### config.mk
export PLATFORM = sky130hd
export DESIGN_NAME = json_name_string_validator_flat
export DESIGN_NICKNAME = d
export VERILOG_FILES = /design/src/jnsv_pkg.sv /design/src/jnsv_in_if.sv /design/src/jnsv_out_if.sv /design/src/json_name_string_validator.sv /design/src/jnsv_step.sv /design/src/flat_wrapper.sv
export SDC_FILE = /design/constraint.sdc
export NUM_CORES = 1
export LEC_CHECK = 0
export ABC_CLOCK_PERIOD_IN_PS = 5400
export BUFFER_PORTS_ARGS = -buffer_cell sky130_fd_sc_hd__buf_2
export CORE_MARGIN = 3
export CORE_UTILIZATION = 34
export DETAILED_ROUTE_END_ITERATION = 10
export PLACE_DENSITY_LB_ADDON = 0.2
export SLEW_MARGIN = 0
export SYNTH_ARGS = -nofsm -noshare
export SYNTH_HDL_FRONTEND = slang
export SYNTH_SLANG_ARGS = --single-unit
### constraint.sdc
create_clock -name i_clk -period 5.4 [get_ports i_clk]
set_input_delay 0.54 -clock i_clk [delete_from_list [all_inputs] [get_ports i_clk]]
set_output_delay 0.54 -clock i_clk [all_outputs]
set_load 0.005 [all_outputs]
### src/jnsv_pkg.sv
// Package for the JSON name string validator: state and result types,
// phase codes, status codes and character constants. Depends on nothing.
package jnsv_pkg;

    localparam int unsigned PHASE_W   = 3;
    localparam int unsigned STATUS_W  = 4;
    localparam int unsigned COUNT_W   = 13;
    localparam int unsigned MAXLEN_W  = 12;
    localparam int unsigned ACC_W     = 21;
    localparam int unsigned ESC_W     = 16;

    localparam logic [PHASE_W-1:0] PH_IDLE = 3'd0;
    localparam logic [PHASE_W-1:0] PH_TEXT = 3'd1;
    localparam logic [PHASE_W-1:0] PH_CONT = 3'd2;
    localparam logic [PHASE_W-1:0] PH_ESC  = 3'd3;
    localparam logic [PHASE_W-1:0] PH_HEX  = 3'd4;

    localparam logic [STATUS_W-1:0] ST_OK         = 4'd0;
    localparam logic [STATUS_W-1:0] ST_DONE       = 4'd1;
    localparam logic [STATUS_W-1:0] ST_IDLE       = 4'd2;
    localparam logic [STATUS_W-1:0] ST_NO_QUOTE   = 4'd3;
    localparam logic [STATUS_W-1:0] ST_CONTROL    = 4'd4;
    localparam logic [STATUS_W-1:0] ST_BAD_LEAD   = 4'd5;
    localparam logic [STATUS_W-1:0] ST_BAD_CONT   = 4'd6;
    localparam logic [STATUS_W-1:0] ST_NONSCALAR  = 4'd7;
    localparam logic [STATUS_W-1:0] ST_BAD_ESCAPE = 4'd8;
    localparam logic [STATUS_W-1:0] ST_BAD_HEX    = 4'd9;
    localparam logic [STATUS_W-1:0] ST_BAD_UVAL   = 4'd10;
    localparam logic [STATUS_W-1:0] ST_TOO_LONG   = 4'd11;
    localparam logic [STATUS_W-1:0] ST_BAD_NAME   = 4'd12;

    localparam logic [7:0] CH_QUOTE     = 8'h22;
    localparam logic [7:0] CH_BACKSLASH = 8'h5C;
    localparam logic [7:0] CH_SLASH     = 8'h2F;
    localparam logic [7:0] CH_NUL       = 8'h00;
    localparam logic [7:0] CH_SPACE     = 8'h20;
    localparam logic [7:0] CH_U         = 8'h75;

    localparam logic [MAXLEN_W-1:0] MAX_NAME_RESET = 12'd512;

    typedef struct packed {
        logic [PHASE_W-1:0] phase;
        logic [1:0]         continuations_left;
        logic [ACC_W-1:0]   scalar_accumulator;
        logic [1:0]         sequence_class;
        logic [2:0]         hex_digits_left;
        logic [ESC_W-1:0]   escape_code;
        logic [COUNT_W-1:0] byte_count;
        logic               forbidden_seen;
    } t_state;

    typedef struct packed {
        logic [STATUS_W-1:0] status;
        logic [7:0]          out_byte;
        logic                out_valid;
        logic [COUNT_W-1:0]  name_length;
    } t_result;

endpackage

### src/jnsv_in_if.sv
// Input channel of the JSON name string validator: one raw byte per word.
// Depends on nothing outside this file.
interface jnsv_in_if;
    logic       valid;
    logic       ready;
    logic [7:0] in_byte;
    logic       start_req;

    modport source (output valid, output in_byte, output start_req, input ready);
    modport sink   (input valid, input in_byte, input start_req, output ready);
endinterface

### src/jnsv_out_if.sv
// Result channel of the JSON name string validator: one status word per byte.
// Depends on nothing outside this file.
interface jnsv_out_if;
    logic        valid;
    logic        ready;
    logic [3:0]  status;
    logic [7:0]  out_byte;
    logic        out_valid;
    logic [12:0] name_length;

    modport source (output valid, output status, output out_byte, output out_valid,
                    output name_length, input ready);
    modport sink   (input valid, input status, input out_byte, input out_valid,
                    input name_length, output ready);
endinterface

### src/json_name_string_validator.sv
// Top level of the JSON name string validator: input register, decode step
// and result register. Depends on jnsv_pkg, jnsv_in_if, jnsv_out_if, jnsv_step.
//
// Usage: each input word carries one raw byte of a JSON string and a start
// flag. A start word must hold the opening quote and begins a new string,
// abandoning any string in progress. Every input word yields exactly one
// result word with a status, the decoded byte it appended (if any), a flag
// telling whether a byte was appended, and the running decoded length.
// After an error or the closing quote the block answers "idle" until the
// next start word.
// An accepted word waits in the input register, is decoded by the step and
// enters the result register when that is free or being emptied. Throughput
// is one word per cycle while results are taken; the decode state is updated
// in the same cycle that a word enters the result register. When the receiver
// stalls, the result register holds its word and the input register can still
// take one more word, after which ready drops. The length ceiling is written
// via i_cfg_we/i_cfg_data; the user must write it only while no word is in
// flight, as the block does not enforce it. Reset clears both registers' valid
// flags, the decode state (idle, empty name) and sets the ceiling to 512 bytes.
module json_name_string_validator (
    input  logic                          i_clk,
    input  logic                          i_rst_n,
    input  logic                          i_cfg_we,
    input  logic [jnsv_pkg::MAXLEN_W-1:0] i_cfg_data,
    jnsv_in_if.sink                       i_in,
    jnsv_out_if.source                    o_out
);

    logic [jnsv_pkg::MAXLEN_W-1:0] r_max_name_bytes;
    jnsv_pkg::t_state              r_state;
    jnsv_pkg::t_state              n_state;
    jnsv_pkg::t_result             r_result;
    jnsv_pkg::t_result             n_result;
    logic                          r_in_valid;
    logic [7:0]                    r_in_byte;
    logic                          r_in_start;
    logic                          r_out_valid;
    logic                          advance;
    logic                          in_take;

    // A word leaves the input register when the result register is free
    // or is being emptied in this cycle.
    assign advance    = r_in_valid && (!r_out_valid || o_out.ready);
    assign i_in.ready = !r_in_valid || advance;
    assign in_take    = i_in.valid && i_in.ready;

    jnsv_step u_step (
        .i_state          (r_state),
        .i_byte           (r_in_byte),
        .i_start          (r_in_start),
        .i_max_name_bytes (r_max_name_bytes),
        .o_state          (n_state),
        .o_result         (n_result)
    );

    always_ff @(posedge i_clk) begin
        if (!i_rst_n) begin
            r_max_name_bytes <= jnsv_pkg::MAX_NAME_RESET;
        end else if (i_cfg_we) begin
            r_max_name_bytes <= i_cfg_data;
        end
    end

    always_ff @(posedge i_clk) begin
        if (!i_rst_n) begin
            r_in_valid  <= 1'b0;
            r_out_valid <= 1'b0;
            r_state     <= '0;
        end else begin
            if (in_take) begin
                r_in_valid <= 1'b1;
            end else if (advance) begin
                r_in_valid <= 1'b0;
            end
            if (advance) begin
                r_out_valid <= 1'b1;
                r_state     <= n_state;
            end else if (o_out.ready) begin
                r_out_valid <= 1'b0;
            end
        end
    end

    // Payload registers carry no reset.
    always_ff @(posedge i_clk) begin
        if (in_take) begin
            r_in_byte  <= i_in.in_byte;
            r_in_start <= i_in.start_req;
        end
        if (advance) begin
            r_result <= n_result;
        end
    end

    assign o_out.valid       = r_out_valid;
    assign o_out.status      = r_result.status;
    assign o_out.out_byte    = r_result.out_byte;
    assign o_out.out_valid   = r_result.out_valid;
    assign o_out.name_length = r_result.name_length;

endmodule

### src/jnsv_step.sv
// Per-byte decode logic of the validator: next state and result word from the
// current state and one input byte. Depends on jnsv_pkg.
module jnsv_step (
    input  jnsv_pkg::t_state              i_state,
    input  logic [7:0]                    i_byte,
    input  logic                          i_start,
    input  logic [jnsv_pkg::MAXLEN_W-1:0] i_max_name_bytes,
    output jnsv_pkg::t_state              o_state,
    output jnsv_pkg::t_result             o_result
);

    always_comb begin
        jnsv_pkg::t_state           n;
        logic [jnsv_pkg::STATUS_W-1:0] status;
        logic [7:0]                 res_byte;
        logic                       res_valid;
        logic                       app_en;
        logic                       app_complete;
        logic [7:0]                 app_byte;
        logic [jnsv_pkg::COUNT_W:0] next_count;
        logic [jnsv_pkg::ACC_W-1:0] acc_new;
        logic [1:0]                 cl_new;
        logic [jnsv_pkg::ACC_W-1:0] minimum;
        logic [jnsv_pkg::ESC_W-1:0] esc_new;
        logic [2:0]                 hl_new;
        logic [3:0]                 hex_v;
        logic                       hex_ok;
        logic [7:0]                 esc_d;
        logic                       esc_ok;

        n            = i_state;
        status       = jnsv_pkg::ST_OK;
        res_byte     = 8'd0;
        res_valid    = 1'b0;
        app_en       = 1'b0;
        app_complete = 1'b0;
        app_byte     = 8'd0;
        acc_new      = {i_state.scalar_accumulator[jnsv_pkg::ACC_W-7:0], i_byte[5:0]};
        cl_new       = i_state.continuations_left - 2'd1;
        esc_new      = '0;
        hl_new       = i_state.hex_digits_left - 3'd1;
        hex_v        = 4'd0;
        hex_ok       = 1'b0;
        esc_d        = 8'd0;
        esc_ok       = 1'b1;

        case (i_state.sequence_class)
            2'd1:    minimum = 21'h00080;
            2'd2:    minimum = 21'h00800;
            default: minimum = 21'h10000;
        endcase

        case (i_byte) inside
            [8'h30:8'h39]: begin
                hex_v  = i_byte[3:0];
                hex_ok = 1'b1;
            end
            [8'h61:8'h66]: begin
                hex_v  = i_byte[3:0] + 4'd9;
                hex_ok = 1'b1;
            end
            default: begin
                hex_v  = 4'd0;
                hex_ok = 1'b0;
            end
        endcase
        esc_new = {i_state.escape_code[jnsv_pkg::ESC_W-5:0], hex_v};

        case (i_byte)
            8'h22:   esc_d = 8'h22;
            8'h5C:   esc_d = 8'h5C;
            8'h62:   esc_d = 8'h08;
            8'h66:   esc_d = 8'h0C;
            8'h6E:   esc_d = 8'h0A;
            8'h72:   esc_d = 8'h0D;
            8'h74:   esc_d = 8'h09;
            default: esc_ok = 1'b0;
        endcase

        if (i_start) begin
            n.continuations_left = '0;
            n.scalar_accumulator = '0;
            n.sequence_class     = '0;
            n.hex_digits_left    = '0;
            n.escape_code        = '0;
            n.byte_count         = '0;
            n.forbidden_seen     = 1'b0;
            if (i_byte == jnsv_pkg::CH_QUOTE) begin
                n.phase = jnsv_pkg::PH_TEXT;
            end else begin
                n.phase = jnsv_pkg::PH_IDLE;
                status  = jnsv_pkg::ST_NO_QUOTE;
            end
        end else begin
            case (i_state.phase)
                jnsv_pkg::PH_TEXT: begin
                    if (i_byte == jnsv_pkg::CH_QUOTE) begin
                        status  = (i_state.byte_count == '0 || i_state.forbidden_seen)
                                  ? jnsv_pkg::ST_BAD_NAME : jnsv_pkg::ST_DONE;
                        n.phase = jnsv_pkg::PH_IDLE;
                    end else if (i_byte < jnsv_pkg::CH_SPACE) begin
                        status  = jnsv_pkg::ST_CONTROL;
                        n.phase = jnsv_pkg::PH_IDLE;
                    end else if (i_byte == jnsv_pkg::CH_BACKSLASH) begin
                        n.phase = jnsv_pkg::PH_ESC;
                    end else if (!i_byte[7]) begin
                        app_en       = 1'b1;
                        app_complete = 1'b1;
                        app_byte     = i_byte;
                    end else if (i_byte[7:5] == 3'b110) begin
                        n.continuations_left = 2'd1;
                        n.sequence_class     = 2'd1;
                        n.scalar_accumulator = {16'd0, i_byte[4:0]};
                        n.phase              = jnsv_pkg::PH_CONT;
                        app_en               = 1'b1;
                        app_byte             = i_byte;
                    end else if (i_byte[7:4] == 4'b1110) begin
                        n.continuations_left = 2'd2;
                        n.sequence_class     = 2'd2;
                        n.scalar_accumulator = {17'd0, i_byte[3:0]};
                        n.phase              = jnsv_pkg::PH_CONT;
                        app_en               = 1'b1;
                        app_byte             = i_byte;
                    end else if (i_byte[7:3] == 5'b11110) begin
                        n.continuations_left = 2'd3;
                        n.sequence_class     = 2'd3;
                        n.scalar_accumulator = {18'd0, i_byte[2:0]};
                        n.phase              = jnsv_pkg::PH_CONT;
                        app_en               = 1'b1;
                        app_byte             = i_byte;
                    end else begin
                        status  = jnsv_pkg::ST_BAD_LEAD;
                        n.phase = jnsv_pkg::PH_IDLE;
                    end
                end
                jnsv_pkg::PH_CONT: begin
                    if (i_byte[7:6] != 2'b10) begin
                        status  = jnsv_pkg::ST_BAD_CONT;
                        n.phase = jnsv_pkg::PH_IDLE;
                    end else begin
                        n.scalar_accumulator = acc_new;
                        n.continuations_left = cl_new;
                        app_byte             = i_byte;
                        if (cl_new != 2'd0) begin
                            app_en = 1'b1;
                        end else if (acc_new < minimum || acc_new > 21'h10FFFF ||
                                     (acc_new >= 21'h0D800 && acc_new <= 21'h0DFFF)) begin
                            status  = jnsv_pkg::ST_NONSCALAR;
                            n.phase = jnsv_pkg::PH_IDLE;
                        end else begin
                            n.phase      = jnsv_pkg::PH_TEXT;
                            app_en       = 1'b1;
                            app_complete = 1'b1;
                        end
                    end
                end
                jnsv_pkg::PH_ESC: begin
                    if (i_byte == jnsv_pkg::CH_U) begin
                        n.hex_digits_left = 3'd4;
                        n.escape_code     = '0;
                        n.phase           = jnsv_pkg::PH_HEX;
                    end else if (!esc_ok) begin
                        status  = jnsv_pkg::ST_BAD_ESCAPE;
                        n.phase = jnsv_pkg::PH_IDLE;
                    end else begin
                        n.phase      = jnsv_pkg::PH_TEXT;
                        app_en       = 1'b1;
                        app_complete = 1'b1;
                        app_byte     = esc_d;
                    end
                end
                jnsv_pkg::PH_HEX: begin
                    if (!hex_ok) begin
                        status  = jnsv_pkg::ST_BAD_HEX;
                        n.phase = jnsv_pkg::PH_IDLE;
                    end else begin
                        n.escape_code     = esc_new;
                        n.hex_digits_left = hl_new;
                        if (hl_new == 3'd0) begin
                            if (esc_new > 16'h007F || esc_new == 16'h0000) begin
                                status  = jnsv_pkg::ST_BAD_UVAL;
                                n.phase = jnsv_pkg::PH_IDLE;
                            end else begin
                                n.phase      = jnsv_pkg::PH_TEXT;
                                app_en       = 1'b1;
                                app_complete = 1'b1;
                                app_byte     = esc_new[7:0];
                            end
                        end
                    end
                end
                default: begin
                    n.phase = jnsv_pkg::PH_IDLE;
                    status  = jnsv_pkg::ST_IDLE;
                end
            endcase
        end

        // Append one decoded byte; the ceiling is checked only when a
        // character completes, so raw lead and middle bytes always land.
        next_count = {1'b0, i_state.byte_count} + 14'd1;
        if (app_en) begin
            if (app_complete && next_count > {2'b00, i_max_name_bytes}) begin
                status  = jnsv_pkg::ST_TOO_LONG;
                n.phase = jnsv_pkg::PH_IDLE;
            end else begin
                n.byte_count = next_count[jnsv_pkg::COUNT_W-1:0];
                if (app_byte == jnsv_pkg::CH_SLASH || app_byte == jnsv_pkg::CH_BACKSLASH ||
                    app_byte == jnsv_pkg::CH_NUL) begin
                    n.forbidden_seen = 1'b1;
                end
                res_byte  = app_byte;
                res_valid = 1'b1;
            end
        end

        o_state              = n;
        o_result.status      = status;
        o_result.out_byte    = res_byte;
        o_result.out_valid   = res_valid;
        o_result.name_length = n.byte_count;
    end

endmodule

### src/flat_wrapper.sv
// flat-port wrapper written by rule: the top's interface ports become plain ports
module json_name_string_validator_flat 
  (i_clk, i_rst_n, i_cfg_we, i_cfg_data, i_in_valid, i_in_in_byte, i_in_start_req, i_in_ready, o_out_valid, o_out_status, o_out_out_byte, o_out_out_valid, o_out_name_length, o_out_ready);
  jnsv_in_if i_in_i ();
  jnsv_out_if o_out_i ();
  input  logic i_clk;
  input  logic i_rst_n;
  input  logic i_cfg_we;
  input  logic [jnsv_pkg::MAXLEN_W-1:0] i_cfg_data;
  input wire logic [$bits(i_in_i.valid)-1:0] i_in_valid;
  input wire logic [$bits(i_in_i.in_byte)-1:0] i_in_in_byte;
  input wire logic [$bits(i_in_i.start_req)-1:0] i_in_start_req;
  output wire logic [$bits(i_in_i.ready)-1:0] i_in_ready;
  output wire logic [$bits(o_out_i.valid)-1:0] o_out_valid;
  output wire logic [$bits(o_out_i.status)-1:0] o_out_status;
  output wire logic [$bits(o_out_i.out_byte)-1:0] o_out_out_byte;
  output wire logic [$bits(o_out_i.out_valid)-1:0] o_out_out_valid;
  output wire logic [$bits(o_out_i.name_length)-1:0] o_out_name_length;
  input wire logic [$bits(o_out_i.ready)-1:0] o_out_ready;
  assign i_in_i.valid = i_in_valid;
  assign i_in_i.in_byte = i_in_in_byte;
  assign i_in_i.start_req = i_in_start_req;
  assign i_in_ready = i_in_i.ready;
  assign o_out_valid = o_out_i.valid;
  assign o_out_status = o_out_i.status;
  assign o_out_out_byte = o_out_i.out_byte;
  assign o_out_out_valid = o_out_i.out_valid;
  assign o_out_name_length = o_out_i.name_length;
  assign o_out_i.ready = o_out_ready;
  json_name_string_validator u_core (.i_clk(i_clk), .i_rst_n(i_rst_n), .i_cfg_we(i_cfg_we), .i_cfg_data(i_cfg_data), .i_in(i_in_i), .o_out(o_out_i));
endmodule
==> reports/qor.yml <==
synthesis:
  synth_seq_cells: 100
  yosysTopAreaCellShare: 0.219
  synth_common_cells: "dfxtp_1, nor2_1, nand2_1"
  synthArstFlopShare: 0
  synth_top_cell_by_area: "dfxtp_1"
  netlist_area_sq_um: 5950
  synth-seq-area-share: 0.395
  ys_types: 80
  avgSynthCellArea_sq_um: 8.65
  syn_nets: 739
  synth_area_leaders: "dfxtp_1, edfxtp_1, ha_1, a21oi_1, nor2_1"
  ys.warnings.count: 0
  syn_inst: 688
  synthFlopType: "dfxtp_1"
  synth_enable_flop_cells: 35
worst_setup_path:
  cp_max_fo: 16
  r2r_slack_ps: 1360
  cp-end-kind: "register"
  crit_type: "reg -> reg"
  rr_worst_depth: 15
  start_kind: "register"
  r2r_start: "u_core.r_state[3]"
  crit_start: "u_core.r_state[3]"
  arrival_ps: 4150
  required_ps: 5510
  worstReg2RegEnd: "u_core.o_out.name_length[2]"
placement:
  preCtsSetupSlack_ps: 1350
  gp_congestion: 0.929
  place_area_sq_um: 6300
  dp.cells: 922
  dp_hpwl_mm: 11.6
  io_buffers: 53
timing:
  setup_ws_ps: 1360
  worst_slew_pin_slew_ps: 1220
  period_needed_ps: 4040
  hold_viol: 0
  slew_viol_final: 0
  skew_ps: 10.1
  fin_tns_setup_ps: 0
  fin_crit_sh: 0.749
  maxSlewHeadroom: 0.190
  fmax_ghz: 0.247
  setup_viol: 0
  rsz0062_at_grt: "no"
power:
  finalPower_mw: 1.62
  clkPwrFrac: 0.419
  power.leakage_nw: 2.45
  p_switching_mw: 0.372
  p_sw_frac: 0.230
  pwr-share-seq: 0.506
  powerDensity_nw_per_um2: 245
  irDropWorstVdd_uv: 159
  comb_power_share: 0.075
  power.internal_mw: 1.25
die:
  floorplan.initialDensity: 0.353
  die-area_sq_um: 19100
  core_sq_um: 16900
  pin_count: 54
  die_h_microns: 138
  num_rows: 47
  die_w_microns: 138
cts:
  htreeDepth: 3
  tritoncts: "done"
  cts_made_buffers: 9
  cts_resized: 0
  clk_pin_slew_ps: 70
  ctsRootBufferMaster: "clkbuf_16"
  post_cts_buffers: 0
  clk_latency_ps: 350
  cts.sinks: 100
  cts_buffer_depth: 2
  ctsHoldBuffers: 0
grt:
  grt_pass1_vias: 4924
  grt_pass1_wl_mm: 26.0
  track_usage: 0.165
  grt_start_max_net_pins: 64
  antenna_found_initial: 0
  grt_overflow: 0
layout:
  nNetsFinal: 764
  antenna-diode-count: 0
  area_growth_pct: 11.1
  instances_no_fill: 938
  fillers: 1689
  stdcell_area_sq_um: 6610
  drive_gt1_frac: 0.123
routing:
  wire_per_inst_microns: 16.9
  wirelength_mm: 15.8
  drc_errors: 0
  dr.pass1.iters: 5
  vias: 5307
  postRouteAntennaNets: 0
  drtIter0Drc: 405
  vias_per_cell: 5.66
hold_path:
  whs_path_depth: 1
  hold_path.class: "in -> reg"
  hp-start: "i_in_start_req"
  holdPathEnd: "u_core.r_in_start"
run_status:
  status: "finished clean"
run:
  maxCapViolations: 0
[power by group through the flow]
| stage | sequential, mW | combinational [mW] | clock, mW |
|---|---|---|---|
| 2_1_floorplan | 0.824 | 0.0876 | 0 |
| 3_3_place_gp | 0.833 | 0.121 | 0 |
| 3_5_place_dp | 0.835 | 0.122 | 0 |
| 4_1_cts | 0.818 | 0.123 | 0.695 |
| 5_1_grt | 0.821 | 0.137 | 0.723 |
| 6_report | 0.818 | 0.122 | 0.678 |
[area by class of cell]
class,instances,area (sq um),share of cell area
Clock inverter,5,76.3,0.0115
Sequential cell,100,2350,0.356
Inverter,36,140,0.0212
Clock buffer,11,233,0.0352
Tap cell,220,275,0.0416
Multi-Input combinational cell,508,3230,0.489
Timing Repair Buffer,58,303,0.0458
[critical path, stage by stage, from the launching register on]
cell and delay (ps):
dfxtp_1 490, and3_1 220, nand3_1 120, nor2_1 270, nand2_1 110, xnor2_1 350
ha_1 320, a21oi_1 170, o21ai_0 110, a21o_1 180, a221oi_1 310, o211a_1 240
a32o_1 140, buf_4 250, nand2b_4 180, mux2_4 330
[sequential cells by signal, indices dropped and copies added, names as in the netlist]
name	flops
u_core.r_max_name_bytes	12
u_core.o_out.out_byte	8
u_core.o_out.out_valid	1
u_core.o_out.status	4
u_core.o_out.name_length	13
u_core.r_in_byte	8
u_core.r_in_start	1
u_core.r_in_valid	1
u_core.r_state	51
u_core.o_out.valid	1
[per-stage QoR]
step           utilization  hold slack [ps]
2_1_floorplan            -              439
3_3_place_gp         0.374              452
3_5_place_dp         0.374              462
4_1_cts              0.392              356
5_1_grt              0.392              358
6_report             0.392              370
[layout by cell type, fill, tap and decap left out, types with 14 or more instances in the layout]
| cell type | count |
|---|---|
| dfxtp_1 | 65 |
| nor2_1 | 65 |
| edfxtp_1 | 35 |
| ha_1 | 25 |
| o21ai_0 | 19 |
| nor4_1 | 14 |
| nand3_1 | 37 |
| a22oi_1 | 16 |
| mux2i_1 | 18 |
| nor3_1 | 16 |
| buf_2 | 53 |
| a21oi_1 | 58 |
| nand2_1 | 64 |
| inv_1 | 34 |
[metal layers]
metal  routed length [microns]  vias to the layer above  GRT usage
li1                          -                     2587          -
met1                      7640                     2522      0.236
met2                      6980                      183      0.252
met3                       998                       15     0.0294
met4                       234                        0     0.0530
met5                         0                        -          0
[cell families (layout without fill, tap and decap cells)]
logic type / after synthesis / after routing / synth area share
AND/OR/NAND/NOR: 271 / 271 / 0.234
AO/OA/AOI/OAI: 181 / 181 / 0.206
flip-flops: 100 / 100 / 0.395
buffers and inverters: 80 / 110 / 0.0616
adder cells (fa/ha/maj): 25 / 25 / 0.0525
multiplexers: 20 / 20 / 0.0353
XOR/XNOR: 11 / 11 / 0.0162
[worst max-delay path by stage]
stage,endpoint,slack [ps],cells past startpoint
6_report,u_core.o_out.name_length[2],1360,15
4_1_cts,u_core.o_out.name_length[2],1340,15
2_1_floorplan,u_core.o_out.name_length[2],1930,16
3_5_place_dp,u_core.o_out.name_length[2],1350,15
5_1_grt,u_core.r_state[0],1020,8
3_3_place_gp,u_core.o_out.name_length[2],1440,14
No activity file was read; power rests on OpenSTA's default activity.
